===== src/hw/rtl/fvn_pkg.sv =====
package fvn_pkg;

	// Octave chain length
	localparam int MAX_OCTAVES = 8;
	localparam int OCT_W       = $clog2(MAX_OCTAVES + 1);

	// Datapath widths
	localparam int N_W    = 26;                                // signed octave value, Q1.24
	localparam int PROD_W = N_W + 33;                          // n * amp
	localparam int SUM_W  = PROD_W + $clog2(MAX_OCTAVES);      // weighted sum
	localparam int NORM_W = 32 + $clog2(MAX_OCTAVES);          // sum of weights
	localparam int DEN_W  = NORM_W + 9;                        // weights * 512
	localparam int Q_W    = 17;                                // quotient bits incl. overflow
	localparam int CMP_W  = (SUM_W > DEN_W + Q_W - 1) ? SUM_W : DEN_W + Q_W - 1;

	// Output queue
	localparam int FIFO_DEPTH = 128;
	localparam int FIFO_AW    = $clog2(FIFO_DEPTH);
	localparam int OCC_W      = FIFO_AW + 1;

	// Hash and format constants
	localparam logic [31:0]          HASH_X    = 32'd374761393;
	localparam logic [31:0]          HASH_Z    = 32'd668265263;
	localparam logic [31:0]          HASH_S    = 32'd2246822519;
	localparam logic [31:0]          HASH_M    = 32'd1274126177;
	localparam logic [31:0]          SEED_STEP = 32'd131;
	localparam logic [31:0]          AMP_ONE   = 32'd16384;
	localparam logic signed [N_W-1:0] VAL_ONE  = 26'sh1000000;

	// Register map
	localparam int CFG_IDX_W = 3;
	localparam logic [CFG_IDX_W-1:0] REG_SEED       = 3'd0;
	localparam logic [CFG_IDX_W-1:0] REG_OCTAVES    = 3'd1;
	localparam logic [CFG_IDX_W-1:0] REG_GAIN       = 3'd2;
	localparam logic [CFG_IDX_W-1:0] REG_LACUNARITY = 3'd3;
	localparam logic [CFG_IDX_W-1:0] REG_BASE_FREQ  = 3'd4;
	localparam logic [CFG_IDX_W-1:0] REG_RIDGED     = 3'd5;

	typedef struct packed {
		logic [31:0]      seed;
		logic [OCT_W-1:0] count;
		logic [15:0]      gain;
		logic [15:0]      lacunarity;
		logic             ridged;
	} cfg_t;

	typedef struct packed {
		logic signed [31:0]      x;
		logic signed [31:0]      z;
		logic [31:0]             freq;
		logic [31:0]             amp;
		logic signed [SUM_W-1:0] sum;
		logic [NORM_W-1:0]       norm;
	} carry_t;

endpackage


===== src/hw/rtl/fvn_div.sv =====
module fvn_div (
	input  logic                                clk,
	input  logic                                arst_n,
	input  logic                                up_valid,
	input  logic signed [fvn_pkg::SUM_W-1:0]    sum,
	input  logic [fvn_pkg::NORM_W-1:0]          norm,
	output logic                                dn_valid,
	output logic signed [15:0]                  result
);

	localparam int QW = fvn_pkg::Q_W;

	logic [QW+1:0]                 vld_q;
	logic [fvn_pkg::CMP_W-1:0]     rem_s [QW+1];
	logic [fvn_pkg::DEN_W-1:0]     den_s [QW+1];
	logic [QW-1:0]                 quo_s [QW+1];
	logic                          neg_s [QW+1];
	logic signed [15:0]            res_s;
	logic [fvn_pkg::SUM_W-1:0]     abs_w;

	always_ff @(posedge clk or negedge arst_n) begin
		if (!arst_n) begin
			vld_q <= '0;
		end else begin
			vld_q <= {vld_q[QW:0], up_valid};
		end
	end

	// take magnitude, scale divisor
	always_comb begin
		abs_w = sum[fvn_pkg::SUM_W-1] ? fvn_pkg::SUM_W'(-sum) : fvn_pkg::SUM_W'(sum);
	end

	always_ff @(posedge clk) begin
		rem_s[0] <= fvn_pkg::CMP_W'(abs_w);
		den_s[0] <= {norm, 9'b0};
		quo_s[0] <= '0;
		neg_s[0] <= sum[fvn_pkg::SUM_W-1];
	end

	// one restoring step per stage, most significant quotient bit first
	for (genvar i = 0; i < QW; i++) begin : g_step
		logic [fvn_pkg::CMP_W-1:0] sub_w;
		assign sub_w = fvn_pkg::CMP_W'(den_s[i]) << (QW - 1 - i);
		always_ff @(posedge clk) begin
			den_s[i+1] <= den_s[i];
			neg_s[i+1] <= neg_s[i];
			if (rem_s[i] >= sub_w) begin
				rem_s[i+1] <= rem_s[i] - sub_w;
				quo_s[i+1] <= {quo_s[i][QW-2:0], 1'b1};
			end else begin
				rem_s[i+1] <= rem_s[i];
				quo_s[i+1] <= {quo_s[i][QW-2:0], 1'b0};
			end
		end
	end

	// apply sign and clamp to Q1.15
	always_ff @(posedge clk) begin
		if (neg_s[QW]) begin
			if (quo_s[QW] > 17'd32768) begin
				res_s <= 16'sh8000;
			end else begin
				res_s <= 16'(-quo_s[QW]);
			end
		end else begin
			if (quo_s[QW] > 17'd32767) begin
				res_s <= 16'sh7fff;
			end else begin
				res_s <= 16'(quo_s[QW]);
			end
		end
	end

	assign dn_valid = vld_q[QW+1];
	assign result   = res_s;

endmodule

===== config.mk =====
export PLATFORM = sky130hd
export DESIGN_NAME = fvn_div
export DESIGN_NICKNAME = d
export VERILOG_FILES = /design/src/hw/rtl/fvn_pkg.sv /design/src/hw/rtl/fvn_div.sv
export SDC_FILE = /design/constraint.sdc
export NUM_CORES = 2
export LEC_CHECK = 0
export BUFFER_PORTS_ARGS = -buffer_cell sky130_fd_sc_hd__buf_2
export CORE_ASPECT_RATIO = 1.75
export CORE_MARGIN = 4
export CORE_UTILIZATION = 40
export CTS_BUF_LIST = sky130_fd_sc_hd__clkbuf_16
export DETAILED_ROUTE_END_ITERATION = 12
export PLACE_DENSITY = 0.55
export SLEW_MARGIN = 20
export SYNTH_ARGS = -nofsm -noshare
export SYNTH_HDL_FRONTEND = slang
export SYNTH_SLANG_ARGS = --single-unit

===== constraint.sdc =====
create_clock -name clk -period 12 [get_ports clk]
set_clock_uncertainty 0.05 [all_clocks]
set_input_delay 0.6 -clock clk [delete_from_list [all_inputs] [get_ports clk]]
set_output_delay 0.6 -clock clk [all_outputs]
set_load 0.02 [all_outputs]

-- Word level (Yosys, flattened, before mapping)
Memory sizes are Yosys's and may differ from the RTL's.
Cells that the tools add are included.
W data, S select, Z words.
- $add $sub $neg: 19
- multipliers: 0
- divide/modulo/power cells: 0
- order comparisons: 19
- equal/unequal tests: 0
- shift operators: 0
- muxes and demuxes: 89
- bitwise logic cells: 34
- reduce and logical (&&, ||, !) cells: 0
- operators with widths (cell ; count):
    $mux W62 ; 18
    $mux W17 ; 17
    $ge A62 B44 Y1 ; 1
    $ge A62 B45 Y1 ; 1
    $ge A62 B46 Y1 ; 1
    $ge A62 B47 Y1 ; 1
    $ge A62 B48 Y1 ; 1
    $ge A62 B49 Y1 ; 1
    $ge A62 B50 Y1 ; 1
    $ge A62 B51 Y1 ; 1
    $ge A62 B52 Y1 ; 1
    $ge A62 B53 Y1 ; 1
    $ge A62 B54 Y1 ; 1
    $ge A62 B55 Y1 ; 1
    $ge A62 B56 Y1 ; 1
    $ge A62 B57 Y1 ; 1
    $ge A62 B58 Y1 ; 1
    $ge A62 B59 Y1 ; 1
    $ge A62 B60 Y1 ; 1
    $neg A62 Y62 ; 1
    $sub A62 B44 Y62 ; 1
    $sub A62 B45 Y62 ; 1
    $sub A62 B46 Y62 ; 1
    $sub A62 B47 Y62 ; 1
    other kinds (19) ; 104
- bits in registers: 35
- latch bits: 0
- RAM bits: 2232
- ROM bits: 0
- bits of input ports: 100
- word-level logic and storage cells: 167
- memories: 4
- memories (name ; words ; bits a word ; read ports ; clocked after memory_dff ; write ports ; line ; source):
    rem_s ; 18 ; 62 ; 17 ; 0 ; 18 ; fvn_div.sv:14 ; logic [fvn_pkg::CMP_W-1:0] rem_s [QW+1];
    den_s ; 18 ; 44 ; 17 ; 0 ; 18 ; fvn_div.sv:15 ; logic [fvn_pkg::DEN_W-1:0] den_s [QW+1];
    quo_s ; 18 ; 17 ; 18 ; 0 ; 18 ; fvn_div.sv:16 ; logic [QW-1:0] quo_s [QW+1];
    neg_s ; 18 ; 1 ; 18 ; 0 ; 18 ; fvn_div.sv:17 ; logic neg_s [QW+1];

-- Depth between registers and ports, before layout
An unclocked memory read counts as a cell.
- depth in word-level cells: 5
- depth in mapped cells: 16

-- Least setup slack after synthesis
No wires, ideal clock.
- kind: flip-flop to flip-flop
- start point: mem rem_s[3][22] (netlist bit)
- end point: mem rem_s[4][23] (netlist bit)
- arrival: 3.797 ns
- required time: 11.829 ns
- path slack: 8.032 ns
- cell stages (with the launch flop): 16
- buffers on the path: 2
- period minus slack after synthesis: 3.968 ns
- path through: dfxtp_1 > inv_1 > ha_1 > inv_1 > fa_1 > a211oi_1 > o211ai_1 > nand3_1 > a31oi_1 > o32a_1 > a221o_1 > a2111oi_0 > and2_1 > clkbuf_1 > clkbuf_1 > mux2_2
- RTL lines (element ; line):
    from (decl) ; fvn_div.sv:14

==> key figures <==
Layout
  – Area grow syn2layout: 13.0%
  – Nets@finish: 9,812
  – Final core occ: 0.454
  – Share of cells above drive strength 1: 0.0672
  – Final cell count without fillers: 11,886

Setup path
  – Slowest stage cell, crit path: or4_1
  – Crit path kind: reg -> reg
  – Crit-path max FO: 7
  – Top Family by Delay on Critical Path: simple AND/OR/NAND/NOR gates
  – Worst Path Arrival: 6.14 ns
  – Largest stage delay, worst path: 0.72 ns
  – Critical Path RT: 12.59 ns
  – WP buf/inv: 2
  – CP Capture Type: register
  – Worst-path cell chain: inv_1 -> ha_1 -> or4b_2 -> nor4_1 -> nand4_1 -> or4_1 -> o211ai_1 -> a2111oi_0 -> or2_2 -> clkinv_1 -> o211ai_1 -> nor4_1 -> xor2_1
  – Worst Setup Start Kind: register

Min path
  – HP Class: in -> reg

Logic synthesis
  – Post-synth EDFFs: 0
  – #FFs+latches synth: 1,855
  – Top_reg_cell synth: dfxtp_1
  – Share of flip-flops with an asynchronous set or reset: 0.0102
  – Commonest cells post-synth: dfxtp_1, inv_1, nand2_1
  – Register area share after synthesis: 0.456
  – Mapped Cells: 8,900
  – Top-count cell post-synth: dfxtp_1
  – Synth top area cells: dfxtp_1, ha_1, a21oi_1
  – Yosys warns: 0
  – Post-Syn Nets: 9,614
  – Synth Cell Area: 81,700 µm²
  – Post-synth top area cell: dfxtp_1
  – Synth unique cells: 90
  – Syn Area/Cell: 9.18 µm²
  – Yosys top cell area share: 0.450

Placed design
  – Port Buffers: 116
  – Placed Instances: 11,469
  – Placer congestion estimate: 1.01
  – Final HPWL DP: 193,000 µm

Clock tree
  – CTS Hold Bufs: 96
  – Clk buf depth: 4
  – Cts bufs inserted: 183
  – Clk pin slew, worst setup/hold paths: 0.06 ns
  – CTS tree: done
  – Clk root buf: clkbuf_16
  – PostCTS Resize Cnt: 0
  – H-tree Lvls: 4
  – # clock sinks: 1,855
  – Setup bufs post-CTS: 0
  – Worst skew pair latency: 0.82 ns

Floorplanning
  – Die Height: 606 µm
  – Rows: 219
  – Die ar.: 212,000 µm²
  – I/O pin count: 117
  – Core footprint: 203,000 µm²
  – Initial Util: 0.402
  – Die X: 350 µm

Timing
  – Max Fclk: 0.180 GHz
  – RSZ-0062 raised after global routing: false
  – Fin crit share: 0.463
  – Fin. Hold Viols: 0
  – Relative slew margins: 0.226
  – Slew Limit Fails: 0
  – Worst hold slack: 0.0795 ns
  – # setup viols final: 0
  – Min Tclk post-route: 5.55 ns
  – Fin Setup TNS: 0 ns
  – Worst slew pin tran: 1.15 ns

Global routing
  – Largest net degree at the start of global routing: 75
  – Global route total overflow: 0
  – First-pass GRT wire length: 360,000 µm
  – Initial antenna violation count: 7
  – Global-route usage over all layers: 0.219
  – Vias in the first global route: 66,268

Detailed routing
  – Drt total wl: 237,000 µm
  – Iteration-0 DRC Markers: 2,673
  – Vias per Instance: 5.25
  – WL/cell: 20.0 µm
  – Residual DRC count: 0
  – Pre-antenna DRT Iters: 7
  – Antenna Violating Nets Remaining: 0
  – Via count: 62,444

Power
  – PwrDens: 285 nW/µm²
  – VDD IR max: 0.149 mV
  – P_leak: 40.5 nW

Status
  – Outcome: finished, final reports clean

Flow run
  – Max-cap viol count: 0
==> where the power goes <==
group          total (mW)  switching, mW  internal [mW]
Clock                5.85           2.42           3.43
Sequential           8.90           1.03           7.87
Combinational        11.5           6.74           4.78
==> placed cells by master, fill, tap and decap left out, drive strengths merged, types with 23 or more instances in the layout <==
cell | Yosys | final
dfxtp | 1836 | 1836
inv | 746 | 764
nand2 | 742 | 742
a21oi | 738 | 738
o21ai | 626 | 626
ha | 598 | 598
nor2 | 515 | 515
xnor2 | 399 | 399
a21o | 323 | 323
xor2 | 295 | 295
clkbuf | 224 | 187
buf | 22 | 163
nand3 | 144 | 144
nor3 | 134 | 134
nor4 | 120 | 120
nand4 | 117 | 117
dlygate4sd3 | 0 | 96
nand2b | 87 | 87
mux2 | 85 | 85
clkinv | 2 | 82
o21bai | 78 | 78
and3 | 72 | 72
nor2b | 72 | 72
o21a | 69 | 69
a31oi | 62 | 62
o31ai | 62 | 62
or3 | 60 | 60
or4 | 58 | 58
a211oi | 50 | 50
o211ai | 46 | 46
and2 | 43 | 43
and4 | 28 | 28
bufinv | 0 | 28
a211o | 26 | 26
a2111oi | 25 | 25
or2 | 24 | 24
nor4b | 23 | 23
==> metrics by stage <==
stage	setup WS [ns]	total power, mW	instance area [µm²]
after detailed placement	6.40	20.4	85300
final	6.45	26.3	92300
after floorplan	8.03	17.2	81700
after CTS	6.41	26.4	92300
after global routing	6.41	28.0	92300
after global placement	6.50	20.3	85200
==> area by class of cell <==
type	count	area, µm²
repair buffers	259	1900
well taps	2652	3320
inverters	748	2810
clock buffers	187	4680
flip-flops and latches	1855	37200
multi-input cells	6051	41000
diodes	1	2.50
fillers	19436	111000
clock inverters	133	1380
==> layer usage <==
| layer | up-vias | track usage | part of all wire |
|---|---|---|---|
| li1 | 31501 | - | - |
| met5 | - | 0 | 0 |
| met1 | 28735 | 0.158 | 0.29 |
| met2 | 1364 | 0.467 | 0.58 |
| met3 | 844 | 0.0215 | 0.023 |
| met4 | 0 | 0.213 | 0.12 |
==> registers in the layout, indices dropped and copies added (netlist names) <==
| register | cells |
|---|---|
| quo_s | 153 |
| result | 16 |
| neg_s | 18 |
| den_s | 595 |
| vld_q | 19 |
| rem_s | 1054 |
==> worst paths after layout <==
path	slack, ns	depth (start not counted)	start	endpoint
max reg2reg	6.45	13	den_s[5][31]	rem_s[6][57]
max in group asynchronous	11.39	2	arst_n	vld_q[2]
max	6.45	13	den_s[5][31]	rem_s[6][57]
min	0.08	2	sum[35]	rem_s[0][35]
min in group asynchronous	0.19	2	arst_n	vld_q[13]
min reg2reg	0.24	0	quo_s[12][9]	quo_s[13][10]
==> kinds of logic (layout without fill, tap and decap cells) <==
group | after synthesis | count (layout) | synth area share
AO/OA/AOI/OAI | 2341 | 2341 | 0.177
buffers and inverters | 994 | 1327 | 0.0460
other | 0 | 1 | 0
XOR/XNOR | 694 | 694 | 0.0744
adder cells (fa/ha/maj) | 614 | 614 | 0.0955
multiplexers | 88 | 88 | 0.0121
flip-flops | 1855 | 1855 | 0.456
AND/OR/NAND/NOR | 2314 | 2314 | 0.139
Power figures use the tool's default switching activity.
